### src/counting_semaphore_table_assert.svh
// Assertion macros used by the semaphore table top level.
`ifndef COUNTING_SEMAPHORE_TABLE_ASSERT_SVH
`define COUNTING_SEMAPHORE_TABLE_ASSERT_SVH
// Implication checked on every rising clock edge outside reset.
`define CST_ASSERT_IMP(label, clk, rst, ante, cons, msg) \
  label: assert property (@(posedge clk) disable iff (rst) (ante) |-> (cons)) else $error(msg);
// Next-cycle implication checked outside reset.
`define CST_ASSERT_NEXT(label, clk, rst, ante, cons, msg) \
  label: assert property (@(posedge clk) disable iff (rst) (ante) |=> (cons)) else $error(msg);
`endif

### src/cst_pkg.sv
// Package with sizes, codes and the sequencer state type of the semaphore table.
`timescale 1ns / 1ps
package cst_pkg;
  localparam int SemCount     = 16;
  localparam int SleeperCount = 16;
  localparam int SemIdxW      = $clog2(SemCount);
  localparam int SlpIdxW      = $clog2(SleeperCount);
  localparam int SemCntW      = $clog2(SemCount + 1);
  localparam int SlpCntW      = $clog2(SleeperCount + 1);

  localparam logic [1:0] CmdGet     = 2'd0;
  localparam logic [1:0] CmdClose   = 2'd1;
  localparam logic [1:0] CmdOperate = 2'd2;

  localparam logic [2:0] StOk     = 3'd0;
  localparam logic [2:0] StNotSup = 3'd1;
  localparam logic [2:0] StInval  = 3'd2;
  localparam logic [2:0] StExist  = 3'd3;
  localparam logic [2:0] StNoEnt  = 3'd4;
  localparam logic [2:0] StNoSpc  = 3'd5;

  localparam logic [1:0] ActDone  = 2'd0;
  localparam logic [1:0] ActBlock = 2'd1;
  localparam logic [1:0] ActWake  = 2'd2;

  localparam logic [15:0] Max16 = 16'hFFFF;

  typedef enum logic [5:0] {
    S_IDLE  = 6'b000001,
    S_GETSC = 6'b000010,
    S_ENTRD = 6'b000100,
    S_SLPSC = 6'b001000,
    S_SLPIN = 6'b010000,
    S_DONE  = 6'b100000
  } state_t;

  // Compare request to the shared compare unit.
  typedef struct packed {
    logic [31:0] a;
    logic [31:0] b;
  } cmp_req_t;

  typedef struct packed {
    logic eq;
    logic le;
  } cmp_rsp_t;
endpackage

### src/cst_ram.sv
// Generic single-port-write RAM with one registered read port.
`timescale 1ns / 1ps
module cst_ram #(
  parameter int Width = 8,
  parameter int Depth = 16
) (
  input  logic                     clk,
  input  logic                     we,
  input  logic [$clog2(Depth)-1:0] waddr,
  input  logic [Width-1:0]         wdata,
  input  logic [$clog2(Depth)-1:0] raddr,
  output logic [Width-1:0]         rdata
);
  logic [Width-1:0] mem [Depth];

  // Write and registered read.
  always_ff @(posedge clk) begin
    if (we) begin
      mem[waddr] <= wdata;
    end
    rdata <= mem[raddr];
  end
endmodule

### src/cst_cmp.sv
// Shared compare unit used by every scan step.
`timescale 1ns / 1ps
module cst_cmp (
  input  cst_pkg::cmp_req_t req,
  output cst_pkg::cmp_rsp_t rsp
);
  // One equality and one unsigned less-or-equal compare.
  always_comb begin
    rsp.eq = (req.a == req.b);
    rsp.le = (req.a <= req.b);
  end
endmodule

### src/counting_semaphore_table.sv
// Semaphore table top level: command sequencer, tables and result port.
// A command is taken when start is high and busy is low; the result shows on
// status, result_id, action and wake_conn for one cycle with done high. The
// sequencer scans one table row per cycle through a shared compare unit and
// registered-read RAMs. Get scans for a key match and then, when creating, for
// a free row; close needs no scan, and operate may scan the sleeper rows.
// The receiver cannot stall the result. No clearing pass is needed.
`timescale 1ns / 1ps
`include "counting_semaphore_table_assert.svh"
module counting_semaphore_table (
  input  logic        clk,
  input  logic        rst,
  input  logic        start,
  output logic        busy,
  input  logic [1:0]  cmd,
  input  logic [31:0] key,
  input  logic        create_flag,
  input  logic        exclusive_flag,
  input  logic [7:0]  sem_id,
  input  logic [7:0]  conn_id,
  input  logic signed [15:0] sem_op,
  input  logic        nowait_flag,
  input  logic        undo_flag,
  output logic        done,
  output logic [2:0]  status,
  output logic [7:0]  result_id,
  output logic [1:0]  action,
  output logic [7:0]  wake_conn
);
  localparam int SIW = cst_pkg::SemIdxW;
  localparam int LIW = cst_pkg::SlpIdxW;

  cst_pkg::state_t state;

  // Latched command.
  logic [31:0] c_key;
  logic        c_create, c_excl, c_nowait;
  logic [SIW-1:0] c_id;
  logic [7:0]  c_conn;
  logic [15:0] c_mag;
  logic        c_pos, c_neg;

  // Flip-flop control tables.
  logic [cst_pkg::SemCount-1:0]     used;
  logic [15:0]                      refs [cst_pkg::SemCount];
  logic [cst_pkg::SleeperCount-1:0] svalid;

  // Scan counters and results.
  logic [cst_pkg::SemCntW-1:0] sidx;
  logic [cst_pkg::SlpCntW-1:0] lidx;
  logic [15:0] value;
  logic        phase;   // get: 0 key scan, 1 free scan

  // RAM ports.
  logic           key_we, val_we, slp_we;
  logic [SIW-1:0] key_wa, key_ra, val_wa, val_ra;
  logic [31:0]    key_wd, key_rd;
  logic [15:0]    val_wd, val_rd;
  logic [LIW-1:0] slp_wa, slp_ra;
  logic [31:0]    slp_wd, slp_rd;   // {conn, entry, need}

  cst_ram #(.Width(32), .Depth(cst_pkg::SemCount)) u_key (
    .clk, .we(key_we), .waddr(key_wa), .wdata(key_wd), .raddr(key_ra), .rdata(key_rd));
  cst_ram #(.Width(16), .Depth(cst_pkg::SemCount)) u_val (
    .clk, .we(val_we), .waddr(val_wa), .wdata(val_wd), .raddr(val_ra), .rdata(val_rd));
  cst_ram #(.Width(32), .Depth(cst_pkg::SleeperCount)) u_slp (
    .clk, .we(slp_we), .waddr(slp_wa), .wdata(slp_wd), .raddr(slp_ra), .rdata(slp_rd));

  cst_pkg::cmp_req_t creq;
  cst_pkg::cmp_rsp_t crsp;
  cst_cmp u_cmp (.req(creq), .rsp(crsp));

  // Row addresses: the row read this cycle is the one at sidx or lidx.
  // While idle the key RAM reads row 0 so that a get scan starts there.
  logic [SIW-1:0] srow;
  logic [LIW-1:0] lrow;
  logic [SIW-1:0] prow;   // row whose data is on key_rd now
  logic [LIW-1:0] plrow;
  assign srow = sidx[SIW-1:0];
  assign lrow = lidx[LIW-1:0];
  assign key_ra = (state == cst_pkg::S_IDLE) ? '0 : srow;
  assign val_ra = (state == cst_pkg::S_IDLE) ? sem_id[SIW-1:0] : c_id;
  assign slp_ra = lrow;

  // Shared compare: key match during get, need fit during sleeper scan.
  always_comb begin
    if (state == cst_pkg::S_GETSC) begin
      creq.a = key_rd;
      creq.b = c_key;
    end else begin
      creq.a = {16'd0, slp_rd[15:0]};
      creq.b = {16'd0, value};
    end
  end

  logic        hit_valid;
  logic [SIW-1:0] slp_ent;
  assign slp_ent = slp_rd[16 +: SIW];
  assign hit_valid = svalid[plrow] && (slp_rd[23:16] == 8'(c_id)) && crsp.le;

  logic [16:0] sum;
  assign sum = {1'b0, val_rd} + {1'b0, c_mag};

  // Lowest free sleeper slot, used when the caller blocks.
  logic           free_any;
  logic [LIW-1:0] free_slot;
  always_comb begin
    free_any  = 1'b0;
    free_slot = '0;
    for (int i = cst_pkg::SleeperCount - 1; i >= 0; i--) begin
      if (!svalid[i]) begin
        free_any  = 1'b1;
        free_slot = LIW'(i);
      end
    end
  end

  assign busy = (state != cst_pkg::S_IDLE);

  // Sequencer.
  always_ff @(posedge clk) begin
    key_we <= 1'b0;
    val_we <= 1'b0;
    slp_we <= 1'b0;
    done   <= 1'b0;
    if (rst) begin
      state  <= cst_pkg::S_IDLE;
      used   <= '0;
      svalid <= '0;
      for (int i = 0; i < cst_pkg::SemCount; i++) refs[i] <= '0;
    end else begin
      unique case (state)
        cst_pkg::S_IDLE: begin
          if (start) begin
            c_key    <= key;
            c_create <= create_flag;
            c_excl   <= exclusive_flag;
            c_id     <= sem_id[SIW-1:0];
            c_conn   <= conn_id;
            c_nowait <= nowait_flag;
            c_pos    <= (sem_op > 0);
            c_neg    <= (sem_op < 0);
            c_mag    <= (sem_op < 0) ? 16'(-sem_op) : 16'(sem_op);
            status    <= cst_pkg::StOk;
            result_id <= '0;
            action    <= cst_pkg::ActDone;
            wake_conn <= '0;
            sidx  <= '0;
            lidx  <= '0;
            phase <= 1'b0;
            state <= cst_pkg::S_DONE;
            if (cmd == cst_pkg::CmdGet) begin
              if (key == 32'd0) status <= cst_pkg::StNotSup;
              else if (exclusive_flag && !create_flag) status <= cst_pkg::StInval;
              else begin
                sidx  <= cst_pkg::SemCntW'(1);
                prow  <= '0;
                state <= cst_pkg::S_GETSC;
              end
            end else if (cmd == cst_pkg::CmdClose) begin
              if (sem_id >= 8'(cst_pkg::SemCount) || !used[sem_id[SIW-1:0]]) begin
                status <= cst_pkg::StInval;
              end else begin
                if (refs[sem_id[SIW-1:0]] <= 16'd1) used[sem_id[SIW-1:0]] <= 1'b0;
                if (refs[sem_id[SIW-1:0]] != 16'd0)
                  refs[sem_id[SIW-1:0]] <= refs[sem_id[SIW-1:0]] - 16'd1;
              end
            end else if (cmd == cst_pkg::CmdOperate) begin
              if (sem_id >= 8'(cst_pkg::SemCount) || !used[sem_id[SIW-1:0]])
                status <= cst_pkg::StInval;
              else if (undo_flag) status <= cst_pkg::StNotSup;
              else state <= cst_pkg::S_ENTRD;
            end else begin
              status <= cst_pkg::StInval;
            end
          end
        end

        // One entry per cycle: key match first, then lowest free entry.
        cst_pkg::S_GETSC: begin
          prow <= srow;
          sidx <= sidx + cst_pkg::SemCntW'(1);
          if (!phase && used[prow] && crsp.eq) begin
            state <= cst_pkg::S_DONE;
            if (c_create && c_excl) status <= cst_pkg::StExist;
            else begin
              result_id <= 8'(prow);
              if (refs[prow] != cst_pkg::Max16) refs[prow] <= refs[prow] + 16'd1;
            end
          end else if (phase && !used[prow]) begin
            state     <= cst_pkg::S_DONE;
            result_id <= 8'(prow);
            used[prow] <= 1'b1;
            refs[prow] <= 16'd1;
            key_we <= 1'b1; key_wa <= prow; key_wd <= c_key;
            val_we <= 1'b1; val_wa <= prow; val_wd <= '0;
          end else if (prow == SIW'(cst_pkg::SemCount - 1)) begin
            if (phase) begin
              status <= cst_pkg::StNoSpc;
              state  <= cst_pkg::S_DONE;
            end else if (!c_create) begin
              status <= cst_pkg::StNoEnt;
              state  <= cst_pkg::S_DONE;
            end else begin
              phase <= 1'b1;
              sidx  <= cst_pkg::SemCntW'(1);
              prow  <= '0;
            end
          end
        end

        // Entry value is on val_rd: do the arithmetic of the operation.
        cst_pkg::S_ENTRD: begin
          state <= cst_pkg::S_DONE;
          if (c_pos) begin
            value <= sum[16] ? cst_pkg::Max16 : sum[15:0];
            lidx  <= cst_pkg::SlpCntW'(1);
            plrow <= '0;
            state <= cst_pkg::S_SLPSC;
          end else if ((c_neg && val_rd < c_mag) || (!c_neg && val_rd != 16'd0)) begin
            if (!c_nowait) begin
              action <= cst_pkg::ActBlock;
              if (free_any) begin
                svalid[free_slot] <= 1'b1;
                slp_we <= 1'b1;
                slp_wa <= free_slot;
                slp_wd <= {c_conn, 8'(c_id), c_neg ? c_mag : 16'd0};
              end
            end
          end else if (c_neg) begin
            val_we <= 1'b1; val_wa <= c_id; val_wd <= val_rd - c_mag;
          end
        end

        // One sleeper per cycle: wake the lowest one that fits.
        cst_pkg::S_SLPSC: begin
          plrow <= lrow;
          lidx  <= lidx + cst_pkg::SlpCntW'(1);
          if (hit_valid) begin
            svalid[plrow] <= 1'b0;
            action    <= cst_pkg::ActWake;
            wake_conn <= slp_rd[31:24];
            val_we <= 1'b1; val_wa <= c_id; val_wd <= value - slp_rd[15:0];
            state  <= cst_pkg::S_DONE;
          end else if (plrow == LIW'(cst_pkg::SleeperCount - 1)) begin
            val_we <= 1'b1; val_wa <= c_id; val_wd <= value;
            state  <= cst_pkg::S_DONE;
          end
        end

        cst_pkg::S_SLPIN: state <= cst_pkg::S_DONE;

        cst_pkg::S_DONE: begin
          done  <= 1'b1;
          state <= cst_pkg::S_IDLE;
        end

        default: state <= cst_pkg::S_IDLE;
      endcase
    end
  end

  `CST_ASSERT_NEXT(a_done_idle, clk, rst, done, !done, "done lasted more than one cycle")
  `CST_ASSERT_IMP(a_wake_ok, clk, rst, done && action == cst_pkg::ActWake, status == cst_pkg::StOk, "wake with bad status")
  `CST_ASSERT_IMP(a_busy_done, clk, rst, state == cst_pkg::S_DONE, busy, "not busy while finishing")
  `CST_ASSERT_IMP(a_slp_entry, clk, rst, state == cst_pkg::S_SLPSC && hit_valid, slp_ent == c_id, "woke a sleeper of another entry")
endmodule

### config.mk
export PLATFORM = sky130hd
export DESIGN_NAME = counting_semaphore_table
export DESIGN_NICKNAME = d
export VERILOG_FILES = /design/src/cst_pkg.sv /design/src/cst_ram.sv /design/src/cst_cmp.sv /design/src/counting_semaphore_table.sv
export VERILOG_INCLUDE_DIRS = /design/src /design/src/src
export SDC_FILE = /design/constraint.sdc
export NUM_CORES = 2
export LEC_CHECK = 0
export BUFFER_PORTS_ARGS = -buffer_cell sky130_fd_sc_hd__buf_2
export CAP_MARGIN = 20
export CORE_ASPECT_RATIO = 1.1
export CORE_MARGIN = 2
export CORE_UTILIZATION = 57
export DETAILED_ROUTE_END_ITERATION = 6
export MAX_ROUTING_LAYER = met4
export PLACE_DENSITY = 0.78
export RECOVER_POWER = 25
export SLEW_MARGIN = 40
export SYNTH_ARGS = -nofsm -noshare
export SYNTH_HDL_FRONTEND = slang
export SYNTH_SLANG_ARGS = --single-unit
export TNS_END_PERCENT = 10
### constraint.sdc
create_clock -name clk -period 6.8 [get_ports clk]
set_input_delay 0.68 -clock clk [delete_from_list [all_inputs] [get_ports clk]]
set_output_delay 0.68 -clock clk [all_outputs]
set_load 0.03 [all_outputs]
### Yosys cells after proc, flatten, opt, wreduce, memory -nomap -nowiden

Memory sizes are Yosys's and may differ from the RTL's. A register that Yosys moved wholly into a read port is not among the register bits.
Cells that the tools add are included.

* multiplexer cells: 201
* equal/unequal tests: 43
* add/subtract/negate cells: 8
* $lt $le $gt $ge: 14
* bitwise logic cells: 13
* reduce and logical (&&, ||, !) cells: 49

Operators with widths (count)
* $mux W16: 23
* $mux W4: 38
* $mux W6: 16
* $mux W1: 69
* $mux W64: 1
* $pmux W16 S2: 2
* $pmux W16 S3: 1
* $mux W5: 8
* $mux W8: 5
* $and A16 B16 Y16: 2
* $eq A32 B32 Y1: 1
* $le A32 B32 Y1: 1
* $logic_not A32 Y1: 1
* $not A16 Y16: 2
* $or A16 B16 Y16: 2
* $pmux W8 S2: 2
* $reduce_bool A16 Y1: 2
* $reduce_or A16 Y1: 2
* $sub A16 B16 Y16: 2
* $mux W3: 10
* $ne A2 B2 Y1 const B: 15
* $pmux W6 S5: 1
* $reduce_and A6 Y1: 4
* $lt A4 B5 Y1 const B: 4
* other kinds (55): 114

* input bits: 73
* register bits after elaboration: 283
* memory bits (writable): 1472
* output and inout bits: 23
* memories: 4

Memories
* u_key.mem: depth 16, width 32, rd ports 1, clocked after Yosys merged registers in 1, wr ports 1, RTL line cst_ram.sv:14 `logic [Width-1:0] mem [Depth];`
* u_slp.mem: depth 16, width 28, rd ports 1, clocked after Yosys merged registers in 1, wr ports 1, RTL line cst_ram.sv:14
* refs: depth 16, width 16, rd ports 2, clocked after Yosys merged registers in 1, wr ports 16, RTL line counting_semaphore_table.sv:45 `logic [15:0] refs [cst_pkg::SemCount];`
* u_val.mem: depth 16, width 16, rd ports 1, clocked after Yosys merged registers in 1, wr ports 1, RTL line cst_ram.sv:14

### Logic depth before layout (Yosys ltp)

* word-level depth: 26
* depth in mapped cells: 19
* gate-level depth less buffers: 14

### Modules after synthesis

A second synthesis with hierarchy kept.

* cell total of the unflattened synthesis: 4408
* area, all modules: 77620.7 µm²

Modules (own cells, without submodules)
* cst_ram at u_key ...: instances 2, seq. area each 16015.4 µm², area an instance 19835.3 µm², cells an instance 838
* counting_semaphore_table: instances 1, seq. area each 14684.1 µm², area an instance 27081.0 µm², cells an instance 2185
* cst_ram at u_val: instances 1, seq. area each 8007.7 µm², area an instance 10042.1 µm², cells an instance 432
* cst_cmp: instances 1, seq. area each 0.0 µm², area an instance 827.0 µm², cells an instance 115

### Worst setup path before layout

No wires, ideal clock.

* path type: register to register
* from: register state[1]
* to: memory refs[7][0], enable pin
* clock period less this slack: 6.648 ns
* required time: 6.428 ns
* path slack: 0.152 ns
* buffers on the path: 1
* arrival time: 6.277 ns
* stages on the path, launching flop included: 10
* library setup time: 0.372 ns
* path through: dfxtp_1 -> or3_1 -> nor3b_2 -> nand2_1 -> nor2_1 -> nand3b_1 -> nor4_1 -> a22oi_2 -> buf_4 -> nand2_1

RTL lines
* from (decl): RTL line counting_semaphore_table.sv:33 `cst_pkg::state_t state;`
* from (signal assigned): RTL line counting_semaphore_table.sv:127 `state <= cst_pkg::S_IDLE;`
* from (signal assigned): RTL line counting_semaphore_table.sv:151 `state <= cst_pkg::S_DONE;`
* from (signal assigned): RTL line counting_semaphore_table.sv:158 `state <= cst_pkg::S_GETSC;`
* to (decl): RTL line counting_semaphore_table.sv:45

==> impl_metrics.csv <==
group,metric,value,unit
outcome,outcome,"complete, but fails checks",
outcome,failed_checks,"capacitance limit, slew limit",
sta,hold_violations,0,
pwr,p_sw_frac,0.2417,
pwr,p_int,18860,uW
synth,ys.flop_type,"edfxtp_1",
drt,ant_nets,0,
sta,fmax,0.1623,GHz
floorplanning,pin_count,96,
sta,fin_skew,0.04044,ns
clock_network,root_buffer,"clkbuf_16",
floorplanning,die_h,388.1,um
synth,synth-edff-count,1675,
pwr,p_leak,0.02802,uW
placed_design,pre_cts_ws,0.7967,ns
setup_path,crit_path_start_kind,"flop",
placed_design,io_buffer_count,91,
drt,vias,44240,
synth,ys_types,97,
sta,worst_pin_slew,2.198,ns
synth,yosys_warnings,0,
pwr,power.share.clock,0.397,
drt,drt-pass1-iter-count,7,
clock_network,insertion_delay,0.82,ns
cells_and_area,final_layout_size_suffix_gt1_frac,0.2007,
sta,setup_slack,0.6367,ns
sta,relSlewSlack,-0.4654,
drt,drc,0,
global_routing,grt_pass1_wl,281400,um
pwr,p_comb_frac,0.105,
sta,min_period,6.163,ns
cells_and_area,syn_to_final_growth,11.49,%
setup_path,required,7.21,ns
global_routing,grt.overflow.total,0,
pwr,vdd_drop_max,0.2791,mV
global_routing,track_usage,0.2857,
clock_network,htreeDepth,4,
floorplanning,core_area,132800,um^2
synth,synthesis.area,76450,um^2
sta,timing.final.crit_share,0.9064,
setup_path,end_kind,"flop",
hold_path,min_path_type,"in -> reg",
clock_network,clock-sinks,1796,
sta,rsz0062_at_grt,"no",
sta,hold_ws,0.04806,ns
setup_path,path_class,"reg -> reg",
drt,wl_per_cell,28.23,um
clock_network,post_cts.repair.setup_buffers,0,
floorplanning,die_x,353.2,um
global_routing,antenna_found_initial,9,
synth,ys_seq_elements,1796,
clock_network,clockBufferDepth,3,
clock_network,path_clk_slew,0.06,ns
pwr,sequentialPowerShare,0.498,
placed_design,place_congestion,0.9281,
setup_path,arrival,6.58,ns
synth,synth-async-reset-ratio,0,
drt,routed_via_density,6.555,
sta,setup_tns,0,ns
floorplanning,start_util,0.5758,
clock_network,cts_buffers,172,
sta,setup_violations,0,
synth,ys_seq_area_frac,0.6896,
drt,drt_iter0_markers,5781,
global_routing,first_global_vias,43469,
floorplanning,num_rows,140,
sta,report.final.slew_viol_count,49,
drt,wirelength,190500,um
cells_and_area,nets,4982,
cells_and_area,num-fill-cells,9026,
placed_design,dp_hpwl,115700,um
pwr,p_switching,6012,uW
setup_path,crit_fanout,77,
synth,synthCells,4708,
run,maxCapViolations,2,
synth,avgSynthCellArea,16.24,um^2
clock_network,cts_tree,"done",
pwr,power.density,291.8,nW/um^2
global_routing,grt_start_max_net_pins,83,
floorplanning,dieArea,137100,um^2
## layer usage
metal / global-route usage / vias to the layer above / wire (um)
met5: - / - / 0
met4: 0.08371 / 0 / 5035
met3: 0.06225 / 345 / 21700
met2: 0.4403 / 2709 / 91460
met1: 0.3874 / 22448 / 72310
li1: - / 18738 / -
## cells in the final DEF (no fill, tap or decap), types with 73 or more instances in the layout
cell | netlist | layout
a211oi_1 | 90 | 89
a21oi_1 | 81 | 80
a31oi_1 | 86 | 86
and2_1 | 83 | 81
and3_1 | 74 | 73
buf_4 | 27 | 114
clkbuf_16 | 0 | 175
dfxtp_1 | 121 | 119
edfxtp_1 | 1675 | 1675
ha_1 | 85 | 85
mux2i_1 | 177 | 173
mux4_2 | 333 | 333
nand2_1 | 371 | 366
nor2_1 | 357 | 331
o21ai_0 | 154 | 154
## cell usage after synthesis, types with 12 or more instances
cell type | number | share of area
a211oi_1 | 90 | 0.0088
a21oi_1 | 81 | 0.0053
a221oi_1 | 38 | 0.0044
a22oi_1 | 33 | 0.0032
a31oi_1 | 86 | 0.0070
and2_1 | 83 | 0.0068
and3_1 | 74 | 0.0061
buf_1 | 31 | 0.0015
buf_2 | 29 | 0.0019
buf_4 | 27 | 0.0027
buf_6 | 22 | 0.0032
clkbuf_1 | 172 | 0.0084
dfxtp_1 | 121 | 0.032
edfxtp_1 | 1675 | 0.66
ha_1 | 85 | 0.014
inv_1 | 72 | 0.0035
mux2_2 | 59 | 0.0087
mux2i_1 | 177 | 0.023
mux4_1 | 12 | 0.0041
mux4_2 | 333 | 0.098
nand2_1 | 371 | 0.018
nand2b_1 | 28 | 0.0023
nand3_1 | 65 | 0.0043
nand3b_1 | 12 | 0.0012
nand4_1 | 16 | 0.0013
nor2_1 | 357 | 0.018
nor2_2 | 27 | 0.0022
nor2b_1 | 15 | 0.0012
nor3_1 | 42 | 0.0027
nor4_1 | 18 | 0.0015
o211ai_1 | 30 | 0.0029
o21ai_0 | 154 | 0.010
o22ai_1 | 16 | 0.0013
or3_1 | 13 | 0.0011
xnor2_1 | 58 | 0.0066
xor2_1 | 22 | 0.0025
## registers in the layout, summed over array words and instances (netlist names), 5 cells and up, named ones only
signal and count:
slp_wd 28, u_slp.rdata 28, refs 256, val_wd 16, svalid 16, state 5
c_mag 16, used 16, c_conn 8, u_val.mem 256, u_val.rdata 16, key_wd 32
u_key.rdata 32, u_key.mem 512, value 16, wake_conn 8, c_key 32, u_slp.mem 448
## cell type report
| type | count | area (um^2) | share of cell area |
|---|---|---|---|
| Antenna cell | 6 | 15.01 | 0.0001762 |
| Inverter | 76 | 290.3 | 0.003406 |
| Timing Repair Buffer | 223 | 1593 | 0.01869 |
| Clock inverter | 99 | 1216 | 0.01427 |
| Clock buffer | 222 | 4706 | 0.05521 |
| Sequential cell | 1796 | 52730 | 0.6186 |
| Tap cell | 1775 | 2221 | 0.02606 |
| Multi-Input combinational cell | 2552 | 22470 | 0.2636 |
## final timing paths
check,start,to,slack [ns],cells past startpoint
max reg2reg,state[5],refs[2][1],0.64,17
min reg2reg,c_conn[3],slp_wd[27],0.41,0
max,state[5],refs[2][1],0.64,17
min,conn_id[3],c_conn[3],0.05,1
## what timing repair did
action | 4_1_cts | 5_1_grt
gates resized for setup | 0 | 0
hold buffers | 4 | 0
endpoints found under the hold margin | 4 | 0
## power groups by stage
stage	Clock (uW)	Combinational [uW]	Sequential, uW
after CTS	9960	2590	12400
after floorplan	0	1870	12500
after global routing	10400	2800	12400
after global placement	0	2510	12600
final	9870	2620	12400
after detailed placement	0	2560	12600
## kinds of logic after synthesis
family,synth area share
flops,0.6896
simple gates,0.07118
compound gates,0.05820
mux,0.1341
buf+inv,0.02300
fa+ha+maj,0.01470
xor+xnor,0.009165
other cells,0.00004905
## worst max-delay path: stages (launching register included)
cell	delay, ns
dfxtp_1	0.36
or3_1	0.40
nor3b_2	0.29
buf_12	0.32
nand2_1	0.11
ha_1	0.31
nand2_1	0.06
or4_1	0.62
nor4b_2	0.33
buf_4	0.19
and3_1	0.27
nor4b_2	0.60
o31ai_4	0.16
buf_4	0.28
nand2_2	0.38
a32oi_2	0.17
buf_4	0.25
nand2_1	0.59
## through the flow
step | util | total power [uW] | std cells | instance area (um^2)
floorplan | - | 14360 | 4711 | 76460
global route | 0.6419 | 25580 | 6748 | 85230
global placement | 0.5947 | 15120 | 6409 | 78960
finish | 0.6419 | 24870 | 6749 | 85230
CTS | 0.6416 | 24920 | 6741 | 85190
detailed placement | 0.5967 | 15160 | 6416 | 79230
Note: power is estimated with default switching activity, not from simulation.
